===== src/design/stlb_pkg.sv =====
// ----------------------------------------------------------------------------
// stlb_pkg
// Shared constants for the set associative translation buffer.
// ----------------------------------------------------------------------------
package stlb_pkg;

    localparam int VA_BITS       = 32;
    localparam int IN_FRAME_BITS = 20;
    localparam int PHYS_BITS     = 27;
    localparam int NUM_SETS      = 4;
    localparam int SET_BITS      = 2;

    // slave tdata: virt_addr then frame, padded to whole bytes
    localparam int S_DATA_BITS = ((VA_BITS + IN_FRAME_BITS + 7) / 8) * 8;
    // master tdata: phys_addr padded to whole bytes
    localparam int M_DATA_BITS = ((PHYS_BITS + 7) / 8) * 8;

    // master tuser fields, highest bit first
    typedef struct packed {
        logic evicted;
        logic hit;
    } res_flags_t;

endpackage


===== src/design/set_assoc_tlb_lru_top.sv =====
// ----------------------------------------------------------------------------
// set_assoc_tlb_lru_top
// Four set translation buffer with age based replacement, lookup and fill.
// ----------------------------------------------------------------------------
// path: an input beat reaches its result beat through the input register,
// then tag compare and entry update into the result register
// throughput: one beat per cycle while m_tready does not stall the result; the entry
// update finishes in the same cycle as its compare, so the next beat sees it
// reset: all valid bits and ages clear at once; tags and frames are not reset
module set_assoc_tlb_lru_top #(
    parameter int PAGE_BYTES = 128,
    parameter int NUM_WAYS   = 4,
    parameter int FRAME_BITS = 20,
    parameter int AGE_BITS   = 8
) (
    input  logic                               clk,
    input  logic                               rst_n,
    input  logic                               s_tvalid,
    output logic                               s_tready,
    // virt_addr [31:0], frame [51:32], zero pad above
    input  logic [stlb_pkg::S_DATA_BITS-1:0]   s_tdata,
    // mode
    input  logic                               s_tuser,
    output logic                               m_tvalid,
    input  logic                               m_tready,
    // phys_addr [26:0], zero pad above
    output logic [stlb_pkg::M_DATA_BITS-1:0]   m_tdata,
    // hit [0], evicted [1]
    output stlb_pkg::res_flags_t               m_tuser
);
    import stlb_pkg::*;

    localparam int OFF_BITS = $clog2(PAGE_BYTES);
    localparam int TAG_BITS = VA_BITS - OFF_BITS - SET_BITS;
    localparam int WAY_BITS = (NUM_WAYS > 1) ? $clog2(NUM_WAYS) : 1;
    localparam int FW       = (FRAME_BITS < IN_FRAME_BITS) ? FRAME_BITS : IN_FRAME_BITS;
    localparam int PW       = FW + OFF_BITS;

    // input register
    logic                     in_valid_reg;
    logic                     mode_reg;
    logic [VA_BITS-1:0]       va_reg;
    logic [FW-1:0]            frame_reg;

    // result register
    logic                     out_valid_reg;
    logic                     hit_reg;
    logic                     evicted_reg;
    logic [PHYS_BITS-1:0]     phys_reg;

    // entry storage
    logic                     valid_reg [NUM_SETS][NUM_WAYS];
    logic [AGE_BITS-1:0]      age_reg   [NUM_SETS][NUM_WAYS];
    logic [TAG_BITS-1:0]      tag_reg   [NUM_SETS][NUM_WAYS];
    logic [FW-1:0]            frm_reg   [NUM_SETS][NUM_WAYS];

    logic                     work_fire;
    logic [SET_BITS-1:0]      set_idx;
    logic [TAG_BITS-1:0]      tag_in;
    logic [OFF_BITS-1:0]      off_in;

    logic                     hit_next;
    logic [WAY_BITS-1:0]      hit_way;
    logic [PHYS_BITS-1:0]     phys_next;
    logic                     seen_free;
    logic [WAY_BITS-1:0]      free_way;
    logic [WAY_BITS-1:0]      max_way;
    logic [AGE_BITS-1:0]      max_age;
    logic [WAY_BITS-1:0]      pick_way;
    logic [AGE_BITS-1:0]      aged [NUM_WAYS];
    logic [PW-1:0]            phys_cat;
    logic [PHYS_BITS+PW-1:0]  phys_wide;

    assign work_fire = in_valid_reg && (!out_valid_reg || m_tready);
    assign s_tready  = !in_valid_reg || work_fire;

    assign set_idx = va_reg[OFF_BITS +: SET_BITS];
    assign tag_in  = va_reg[VA_BITS-1 -: TAG_BITS];
    assign off_in  = va_reg[OFF_BITS-1:0];

    always_comb
    begin
        hit_next  = 1'b0;
        hit_way   = '0;
        phys_cat  = '0;
        seen_free = 1'b0;
        free_way  = '0;
        max_way   = '0;
        max_age   = '0;
        for (int w = 0; w < NUM_WAYS; w++)
        begin
            if (!hit_next && valid_reg[set_idx][w] && tag_reg[set_idx][w] == tag_in)
            begin
                hit_next = 1'b1;
                hit_way  = WAY_BITS'(w);
                phys_cat = {frm_reg[set_idx][w], off_in};
            end
        end
        // fill scan: age valid ways up to the first free one
        for (int w = 0; w < NUM_WAYS; w++)
        begin
            aged[w] = age_reg[set_idx][w];
            if (!seen_free)
            begin
                if (valid_reg[set_idx][w])
                begin
                    if (aged[w] != {AGE_BITS{1'b1}})
                        aged[w] = aged[w] + AGE_BITS'(1);
                end
                else
                begin
                    seen_free = 1'b1;
                    free_way  = WAY_BITS'(w);
                end
            end
        end
        // oldest way, ties to the lower way
        max_age = aged[0];
        for (int w = 1; w < NUM_WAYS; w++)
        begin
            if (aged[w] > max_age)
            begin
                max_age = aged[w];
                max_way = WAY_BITS'(w);
            end
        end
        pick_way  = seen_free ? free_way : max_way;
        phys_wide = {{PHYS_BITS{1'b0}}, phys_cat};
        phys_next = phys_wide[PHYS_BITS-1:0];
    end

    always_ff @(posedge clk or negedge rst_n)
    begin
        if (!rst_n)
        begin
            in_valid_reg  <= 1'b0;
            out_valid_reg <= 1'b0;
            for (int s = 0; s < NUM_SETS; s++)
            begin
                for (int w = 0; w < NUM_WAYS; w++)
                begin
                    valid_reg[s][w] <= 1'b0;
                    age_reg[s][w]   <= '0;
                end
            end
        end
        else
        begin
            if (s_tready)
                in_valid_reg <= s_tvalid;
            if (work_fire)
                out_valid_reg <= 1'b1;
            else if (m_tready)
                out_valid_reg <= 1'b0;
            if (work_fire)
            begin
                if (mode_reg)
                begin
                    for (int w = 0; w < NUM_WAYS; w++)
                        age_reg[set_idx][w] <= (WAY_BITS'(w) == pick_way) ? '0 : aged[w];
                    valid_reg[set_idx][pick_way] <= 1'b1;
                end
                else if (hit_next)
                begin
                    age_reg[set_idx][hit_way] <= '0;
                end
            end
        end
    end

    // payload registers, no reset
    always_ff @(posedge clk)
    begin
        if (s_tready && s_tvalid)
        begin
            mode_reg  <= s_tuser;
            va_reg    <= s_tdata[VA_BITS-1:0];
            frame_reg <= s_tdata[VA_BITS +: FW];
        end
        if (work_fire)
        begin
            hit_reg     <= !mode_reg && hit_next;
            evicted_reg <= mode_reg && !seen_free;
            phys_reg    <= (!mode_reg && hit_next) ? phys_next : '0;
            if (mode_reg)
            begin
                tag_reg[set_idx][pick_way] <= tag_in;
                frm_reg[set_idx][pick_way] <= frame_reg;
            end
        end
    end

    assign m_tvalid        = out_valid_reg;
    assign m_tdata         = {{(M_DATA_BITS - PHYS_BITS){1'b0}}, phys_reg};
    assign m_tuser.hit     = hit_reg;
    assign m_tuser.evicted = evicted_reg;

endmodule

===== config.mk =====
export PLATFORM = sky130hd
export DESIGN_NAME = set_assoc_tlb_lru_top
export DESIGN_NICKNAME = d
export VERILOG_FILES = /design/src/design/stlb_pkg.sv /design/src/design/set_assoc_tlb_lru_top.sv
export SDC_FILE = /design/constraint.sdc
export NUM_CORES = 1
export LEC_CHECK = 0
export BUFFER_PORTS_ARGS = -buffer_cell sky130_fd_sc_hd__buf_2
export CAP_MARGIN = 20
export CORE_ASPECT_RATIO = 0.9
export CORE_UTILIZATION = 45
export CTS_CLUSTER_DIAMETER = 60
export DETAILED_ROUTE_END_ITERATION = 10
export HOLD_SLACK_MARGIN = 0.05
export PLACE_DENSITY = 0.71
export SETUP_SLACK_MARGIN = 0.3
export SYNTH_ARGS = -nofsm -noshare
export SYNTH_HDL_FRONTEND = slang
export SYNTH_SLANG_ARGS = --single-unit

===== constraint.sdc =====
create_clock -name clk -period 14.9 [get_ports clk]
set_clock_uncertainty 0.05 [all_clocks]
set_input_delay 2.98 -clock clk [delete_from_list [all_inputs] [get_ports clk]]
set_output_delay 2.98 -clock clk [all_outputs]
set_load 0.05 [all_outputs]

==> metrics <==
Max FO, Critical Path 45; via count of the first global-routing pass around 20000; Fin. Hold Viols 0; Compound-Gate Fraction of Synth Area 0.0512; final std cells w/o fill 3356; Synth area leader edfxtp_1; Power Density 142 mW/mm^2; status finished clean; share of the synthesized area in the top cell type 0.618; Crit path largest cell delay about 940 ps; dpl cells 3189; worst endpoint required time around 15000 ps; Setup CP Type reg -> reg; drt first pass iters 5; IO Port Bufs 87; FF-to-FF End tag_reg[3][5]$_DFFE_PP_; max reg flops 368; die width 306 um; r2r setup slk roughly 4500 ps; TritonCTS clock tree yes; worst rel slew slack 0.298; All-Layer GR Usage 0.199; Setup TNS 0 ps; die height approximately 280 um; Total Power 5.95 mW; Simple-Gate Fraction of Synth Area 0.0426; GRT overflow 0; Tmin final 10400 ps; Synth Instances 2101; initial antenna violation count 0; H-tree levels 3; Avg Cell Area, Syn 17.8 um^2; Clock Latency Late Sink 650 ps; Async S/R FF share, synth 0.159; P&R area growth vs syn 12.1%; setup violators final 0; Hold Buf Count CTS 0; core area 0.0816 mm^2; most frequent cells after synthesis edfxtp_1 (770), mux4_2 (188), dfrtp_1 (146); fill count approximately 6400; Sink Count 918; xor and xnor area share after synthesis 0.0258; Peak supply drop about 0.1 mV; clock root cell clkbuf_16; Ys Warns 0; multiplexer area fraction after synthesis 0.132; Clk pin slew, worst setup/hold paths 60 ps; TritonCTS buffer count 89; Cell Area, Synth 0.0374 mm^2; DIE AREA 0.0842 mm^2; share of cells above drive strength 1 0.223; Post-Synth Adder-Cell Area 0.00937; final slew viol count 0; footprint of the multi-input gates 0.00991 mm^2; vias 19564; Netlist cell types 62; R2R depth 28; Initial Utilization 0.458; CP arrival around 11000 ps; largest net degree at the start of global routing 90; startpoint types flip-flop; routed wire length 82500 um; Worst Hold End valid_reg[11]$_DFFE_PN0P_; largest family of logic cells by synthesized area multiplexers; worst r2r src va_reg[7]$_DFFE_PP_; Worst path most repeated cell ha_1; CTS resizes 0; hold path cells 1; MaxCap Viol Count 0; top-count cell post-synth edfxtp_1; nature of the critical path endpoint flip-flop; Post-synth EDFFs 770; 1st-iter DRT viols ~1900; WL/cell 24.6 um; worst min path class reg -> reg; drt via density 5.83; nets@finish about 2300; Max Fclk between 0.09 and 0.1 GHz; synthesized flop and latch total 918; Seq/Total Area, Yosys 0.717; Tcrit/Tclk final 0.698; CP max-delay cell nor2_4; Post-route DRC 0; Routability Congestion roughly 0.87; Worst Tran Pin Value 1050 ps; # IOs 97; ANT nets after route 0; Top FF cell, synth edfxtp_1; storage element area 0.0268 mm^2; RSZ-0062 raised after global routing no; hpwl dp 46100 um; Max clock buf depth 3; Worst Hold Launch valid_reg[11]$_DFFE_PN0P_; num rows 99; first-pass GRT wire length approximately 130000 um; Pleak 14.3 nW; post-CTS setup buffer count 0; Area contributors post-synth edfxtp_1 (62%), mux4_2 (11%), dfrtp_1 (9.8%)
==> cells in the final DEF (no fill, tap or decap), drive strengths merged, types with 3 or more instances in the layout <==
cell / netlist / final
a41oi: 3 / 3
xor2: 49 / 49
nand2: 141 / 141
mux4: 188 / 188
clkinvlp: 0 / 3
a21o: 7 / 7
or2: 18 / 18
buf: 63 / 131
a22o: 32 / 32
mux2: 15 / 15
edfxtp: 770 / 770
nor4: 14 / 14
xnor2: 61 / 61
nor2: 62 / 62
a31oi: 5 / 5
bufinv: 0 / 5
or3: 6 / 6
o21a: 3 / 3
clkinv: 0 / 44
nor2b: 8 / 8
o21ai: 122 / 122
inv: 48 / 49
nand3: 18 / 18
clkbuf: 42 / 111
nand4: 18 / 18
and2: 20 / 20
o22ai: 21 / 21
ha: 28 / 28
and3: 6 / 6
nand2b: 15 / 15
dfrtp: 146 / 146
o2bb2ai: 20 / 20
a2111oi: 5 / 5
nor3: 4 / 4
conb: 1 / 5
o2111ai: 4 / 4
a21oi: 60 / 60
mux2i: 55 / 55
==> logic make-up (layout without fill, tap and decap cells) <==
family / after synthesis / count (layout)
AOI/OAI and AO/OA: 297 / 297
xor gates and xnor gates: 110 / 110
adders and majority gates: 28 / 28
buffers and inverters: 153 / 343
DFF: 918 / 918
muxes: 258 / 258
other: 1 / 6
and+or+nand+nor: 336 / 336
==> through the flow <==
stage / hold WS [ps] / utilization / setup slack (ps) / instance area [um^2]
CTS: 416 / 0.513 / 4310 / 41900
detailed placement: 401 / 0.478 / 4350 / 39000
global route: 434 / 0.514 / 3580 / 41900
finish: 412 / 0.514 / 4500 / 41900
global placement: 396 / 0.478 / 4440 / 39000
floorplan: 384 / - / 5400 / 37400
==> area by class of cell <==
class	count	area share
Antenna cell	1	0.0000597
Tap cell	1060	0.0316
Inverter	48	0.00433
Clock buffer	111	0.0573
Multi-Input combinational cell	1034	0.236
Timing Repair Buffer	131	0.0197
Sequential cell	918	0.640
Clock inverter	53	0.0107
==> worst max path at each step <==
| stage | start | endpoint | slack [ps] | cells past startpoint |
|---|---|---|---|---|
| after floorplan | va_reg[7]$_DFFE_PP_ | frm_reg[3][60]$_DFFE_PP_ | 5400 | 34 |
| after global placement | va_reg[7]$_DFFE_PP_ | tag_reg[2][5]$_DFFE_PP_ | 4440 | 28 |
| after detailed placement | va_reg[7]$_DFFE_PP_ | tag_reg[2][5]$_DFFE_PP_ | 4350 | 28 |
| after CTS | va_reg[7]$_DFFE_PP_ | tag_reg[0][10]$_DFFE_PP_ | 4310 | 28 |
| after global routing | va_reg[7]$_DFFE_PP_ | tag_reg[3][6]$_DFFE_PP_ | 3580 | 28 |
| final | va_reg[7]$_DFFE_PP_ | tag_reg[3][5]$_DFFE_PP_ | 4500 | 28 |
==> critical path, delay by kind of cell (launching register included) <==
| family | cells | cell delay, ps |
|---|---|---|
| compound gates | 9 | 2890 |
| fa+ha+maj | 4 | 1170 |
| buf+inv | 3 | 1280 |
| flops | 1 | 330 |
| mux | 4 | 2000 |
| simple gates | 8 | 2310 |
==> power by group <==
group          internal (mW)  total (mW)  switching [mW]
Combinational          0.300       0.760           0.459
Sequential              2.91        2.99          0.0835
Clock                   1.24        2.20           0.960
==> per-layer routing <==
layer / part of all wire / global-route usage / wire [um]
met3: 0.065 / 0.0415 / 5340
met4: 0.020 / 0.0567 / 1660
met5: 0 / 0 / 0
met2: 0.49 / 0.323 / 40300
met1: 0.43 / 0.272 / 35200
(Power assumes the default switching activity.)
